--- src/sv/mbd_pkg.sv ---
// ----------------------------------------------------------------------------
// mbd_pkg: shared definitions for the 2x2 mip downscaler
// Sizes, register indexes and the control bundle that drives one channel lane.
// ----------------------------------------------------------------------------
package mbd_pkg;

	// Largest source width held by the line buffer
	localparam int MAX_WIDTH    = 4096;
	localparam int HEIGHT_LIMIT = 4096;
	localparam int LINE_DEPTH   = MAX_WIDTH / 2;

	// Channel and sum widths
	localparam int CH_W   = 8;
	localparam int SUM_W  = CH_W + 1;
	localparam int LANES  = 4;
	localparam int LINE_W = LANES * SUM_W;

	// Register file
	localparam int CFG_W   = 13;
	localparam int DATA_W  = 32;
	localparam int ADDR_W  = 3;
	localparam logic REG_SOURCE_WIDTH  = 1'b0;
	localparam logic REG_SOURCE_HEIGHT = 1'b1;

	// Counter and size widths
	localparam int COL_W = (MAX_WIDTH > 2) ? $clog2(MAX_WIDTH) : 1;
	localparam int WID_W = COL_W + 1;
	localparam int ROW_W = $clog2(HEIGHT_LIMIT);
	localparam int HGT_W = ROW_W + 1;
	localparam int IDX_W = (LINE_DEPTH > 1) ? $clog2(LINE_DEPTH) : 1;

	// Per-transfer control shared by all four channel lanes
	typedef struct packed {
		logic hold_en;   // capture even-column texel
		logic pair_en;   // capture pair sum into stage 1
		logic w_one;     // single-column source: texel counts twice
		logic h_one_s1;  // single-row source: pair is its own partner
	} lane_ctrl_t;

endpackage

--- src/sv/mbd_lane.sv ---
// ----------------------------------------------------------------------------
// mbd_lane: one color channel of the downscaler
// Holds the left texel, forms the horizontal pair sum, and averages it with
// the pair from the line above into a rounded unorm8 value.
// ----------------------------------------------------------------------------
module mbd_lane (
	input  logic                       clk,
	input  logic                       arst_n,
	input  mbd_pkg::lane_ctrl_t        ctrl,
	input  logic [mbd_pkg::CH_W-1:0]   texel,
	input  logic [mbd_pkg::SUM_W-1:0]  line_sum,
	output logic [mbd_pkg::SUM_W-1:0]  pair,
	output logic [mbd_pkg::CH_W-1:0]   avg
);

	logic [mbd_pkg::CH_W-1:0]  hold_q;
	logic [mbd_pkg::SUM_W-1:0] pair_s1;
	logic [mbd_pkg::SUM_W-1:0] other;
	logic [mbd_pkg::SUM_W:0]   total;

	// Even-column texel waits here for its right neighbor
	always_ff @(posedge clk or negedge arst_n) begin
		if (!arst_n) begin
			hold_q <= '0;
		end else if (ctrl.hold_en) begin
			hold_q <= texel;
		end
	end

	// Horizontal pair: doubled texel when the source is one column wide
	assign pair = ctrl.w_one ? {texel, 1'b0}
	                         : mbd_pkg::SUM_W'(hold_q) + mbd_pkg::SUM_W'(texel);

	always_ff @(posedge clk) begin
		if (ctrl.pair_en) begin
			pair_s1 <= pair;
		end
	end

	// Vertical combine with rounding: (four texels + 2) >> 2
	assign other = ctrl.h_one_s1 ? pair_s1 : line_sum;
	assign total = (mbd_pkg::SUM_W+1)'(pair_s1) + (mbd_pkg::SUM_W+1)'(other)
	             + (mbd_pkg::SUM_W+1)'(2);
	assign avg   = total[mbd_pkg::SUM_W:2];

endmodule

--- config.mk ---
export PLATFORM = sky130hd
export DESIGN_NAME = mbd_lane
export DESIGN_NICKNAME = d
export VERILOG_FILES = /design/src/sv/mbd_pkg.sv /design/src/sv/mbd_lane.sv
export SDC_FILE = /design/constraint.sdc
export NUM_CORES = 1
export LEC_CHECK = 0
export ABC_AREA = 1
export BUFFER_PORTS_ARGS = -buffer_cell sky130_fd_sc_hd__clkbuf_2
export CAP_MARGIN = 20
export CORE_MARGIN = 4
export CORE_UTILIZATION = 25
export DETAILED_ROUTE_END_ITERATION = 16
export PLACE_DENSITY_LB_ADDON = 0.05
export SKIP_CTS_REPAIR_TIMING = 1
export SYNTH_ARGS = -nofsm -noshare
export SYNTH_HDL_FRONTEND = slang
export SYNTH_SLANG_ARGS = --single-unit
--- constraint.sdc ---
create_clock -name clk -period 3 [get_ports clk]
set_input_delay 0.75 -clock clk [delete_from_list [all_inputs] [get_ports clk]]
set_output_delay 0.75 -clock clk [all_outputs]
set_load 0.01 [all_outputs]
## Word-level counts from Yosys, hierarchy flattened

Index checks and enable logic that the tools add are counted.

| cells by class | value |
|---|---|
| $add $sub $neg | 3 |
| muxes and demuxes | 2 |

Operator list:

| kind | number |
|---|---|
| 2-to-1 mux 9 bit | 2 |
| adder 10 x 2 -> 10 bit, second input constant | 1 |
| adder 9 x 9 -> 10 bit | 1 |
| adder 8 x 8 -> 9 bit | 1 |

| word-level totals | value |
|---|---|
| bits in registers | 17 |
| word-level logic and storage cells | 7 |

## Longest topological paths before layout

| logic depth | value |
|---|---|
| depth in word-level cells | 3 |
| depth in mapped cells | 14 |

## Least setup slack after synthesis

Ideal clock, no wire load.

| path | value |
|---|---|
| path type | input to output |
| from | input ctrl[0] in the netlist's numbering |
| to | output avg[5] in the netlist's numbering |
| data arrival time | 2282 ps |
| data required time | 2250 ps |
| slack | -32 ps |
| stages on the path | 11 |
| buffers on the path | 1 |
| cell sequence | buf_6 nand2_1 o21ai_0 ha_1 nor2_1 fa_1 nand3_1 nand2_1 nand2_1 nand2_1 xor2_1 |

| on the way | value |
|---|---|
| cells in the longest elaborated chain, start to end | 3 |

RTL lines:

| item | line | RTL |
|---|---|---|
| start, declared | mbd_lane.sv:9 | `input mbd_pkg::lane_ctrl_t ctrl,` |
| 2-to-1 mux 9 bit | mbd_lane.sv:41 | `assign other = ctrl.h_one_s1 ? pair_s1 : line_sum;` |
| adder 9 x 9 -> 10 bit | mbd_lane.sv:42 | `assign total = (mbd_pkg::SUM_W+1)'(pair_s1) + (mbd_pkg::SUM_W+1)'(other)` |
| adder 10 x 2 -> 10 bit | mbd_lane.sv:43 | `+ (mbd_pkg::SUM_W+1)'(2);` |
| end, declared | mbd_lane.sv:13 | `output logic [mbd_pkg::CH_W-1:0] avg` |

Every way passes these cells.

## Worst setup path in the final report

| path | value |
|---|---|
| from | input ctrl[0] in the netlist's numbering |
| to | output avg[3] in the netlist's numbering |

The elaborated chain is that of the path after synthesis.

==> impl_metrics.json <==
{
  "netlist_instances": 206,
  "detailed_place_hpwl_mm": 3.15,
  "async_reset_ff_frac": 0.471,
  "routed_via_density": 4.19,
  "wl_per_cell_um": 11.0,
  "port_buffers": 39,
  "cts_tree": "yes",
  "finClkSkew_ns": 0.000372,
  "die_x_um": 87.9,
  "num_rows": 28,
  "cts_made_buffers": 3,
  "worst_pin_slew_ns": 0.211,
  "core_um2": 6060,
  "vias": 1407,
  "grt_pass1_vias": 1407,
  "yosysMostFrequentCell": "nand2_1",
  "ant_nets": 0,
  "route.detailed.drc": 0,
  "gr-total-overflow": 0,
  "yosysSeqAreaShare": 0.295,
  "cp.required_ns": 2.25,
  "cp-end-kind": "output pin",
  "syn_area_per_cell_um2": 7.74,
  "synth.mux.area_fraction": 0.0565,
  "whs_ns": 0.335,
  "ioPinCount": 40,
  "clk_pin_slew_ns": 0.06,
  "hold_viol_final": 0,
  "synth_simple_gate_area_frac": 0.286,
  "ys_top_cells_by_area": "ha_1 18%, nand2_1 18%, edfxtp_1 17%, dfrtp_1 13%, mux2_2 5.7%",
  "cp_max_fo": 5,
  "rsz0062_at_grt": "yes",
  "crit_arrival_ns": 2.24,
  "numClockSinks": 17,
  "outcome": "finished, final reports clean",
  "drv_slew": 0,
  "die_area_um2": 7720,
  "crit_type": "primary input to output pin",
  "antenna_found_initial": 0,
  "fmax_mhz": 335,
  "synth_ff_type": "edfxtp_1",
  "setup_viol": 0,
  "leakagePower_nw": 1.17,
  "post-route-period-util": 0.995,
  "synth_enable_flop_cells": 9,
  "synth_fa_ha_area_frac": 0.206,
  "first_iter_violations": 21,
  "hp-class": "primary input to async pin",
  "grt_max_degree": 11,
  "clk_latency_ns": 0.25,
  "drv_cap": 0,
  "synth_compound_area_frac": 0.0549,
  "synth_area_um2": 1590,
  "ys_ff_latch": 17,
  "min_period_ns": 2.99,
  "power_density_nw_per_um2": 464,
  "ys_top_cells_by_count": "76 x nand2_1, 23 x ha_1, 23 x inv_1",
  "synth-xor-area-share": 0.0220,
  "dr.pass1.iters": 4,
  "synth_nets": 254,
  "yosysWarnings": 0,
  "root_buffer": "clkbuf_8",
  "synth_top_family_by_area": "simple AND/OR/NAND/NOR gates",
  "postRouteWirelength_mm": 3.70,
  "die_h_um": 87.9,
  "synth_top_area_frac": 0.181,
  "areaGrowthSynthToFinish_pct": 45.2,
  "nNetsFinal": 310,
  "ir_worst_vdd_uv": 192,
  "finalSetupTns_ns": 0,
  "htree_levels": 1,
  "slew_headroom": 0.859,
  "power_mw": 1.07,
  "grt_usage": 0.100,
  "initial_core_util": 0.263,
  "gp_congestion": 0.752,
  "antenna_cells": 0,
  "cts_buffer_depth": 2,
  "yosys.area.top_type": "ha_1",
  "grt_pass1_wl_mm": 6.13,
  "yosysUniqueCellTypes": 27,
  "start_kind": "primary input",
  "layout-drive-gt1-share": 0.410
}
## state kept, by name (all words and copies together) (netlist names)
signal / flops
hold_q: 8
pair_s1: 9
## cells by family after synthesis
family | Yosys count
AND/OR/NAND/NOR | 106
buffers and inverters | 30
adder cells (fa/ha/maj) | 25
flip-flops | 17
AO/OA/AOI/OAI | 16
multiplexers | 8
XOR/XNOR | 4
## power by group
group / switching (mW) / internal (mW)
registers: 0.0173 / 0.275
clock network: 0.0746 / 0.0941
logic: 0.311 / 0.303
## per-stage QoR
stage	util	instance area (um2)	worst slack [ns]	instances
floorplan	-	1600	0.0420	206
global placement	0.326	1980	-0.234	331
detailed placement	0.326	1980	-0.237	331
CTS	0.334	2020	-0.251	335
global route	0.382	2310	-0.0739	336
finish	0.382	2310	0.0136	336
## worst paths after layout
path                       slack [ns]  depth (start not counted)       from         end
setup reg to reg                 1.28                          8  hold_q[0]  pair_s1[8]
max in group asynchronous        2.49                          1     arst_n   hold_q[0]
min in group clk                 0.51                          1  hold_q[6]   hold_q[6]
hold reg to reg                  0.51                          1  hold_q[6]   hold_q[6]
hold / removal                   0.33                          1     arst_n   hold_q[6]
setup / recovery                 0.01                         11    ctrl[0]      avg[3]
## placed cells by master, fill, tap and decap left out, drive strengths merged, types with 8 or more instances in the layout
cell    synthesis  layout
edfxtp          9       9
nor2            8       8
nand2          78      78
mux2            8       8
buf             3      18
inv            25      25
clkbuf          0      40
ha             23      23
dfrtp           8       8
nand3          17      17
a21oi           9       9
## layer usage
| metal | up-vias | track usage | wire [um] |
|---|---|---|---|
| met3 | 5 | 0.00941 | 132 |
| li1 | 785 | - | - |
| met4 | 0 | 0.0377 | 50 |
| met2 | 22 | 0.188 | 1920 |
| met1 | 595 | 0.117 | 1600 |
| met5 | - | 0 | 0 |
## area by class of cell
type,instances,area [um2]
Tap cell,75,93.8
Timing Repair Buffer,54,344
Multi-Input combinational cell,159,1250
Clock buffer,4,45.0
Fill cell,628,3750
Sequential cell,17,470
Inverter,27,106
## worst max-delay path, cell delays in order
cell	delay (ns)
buf_12	0.11
nand2_4	0.06
o21ai_4	0.05
ha_4	0.27
nor2_2	0.04
fa_2	0.40
nand3_2	0.09
nand2_4	0.06
buf_6	0.11
xor2_1	0.14
buf_2	0.13
Power figures use the tool's default switching activity.
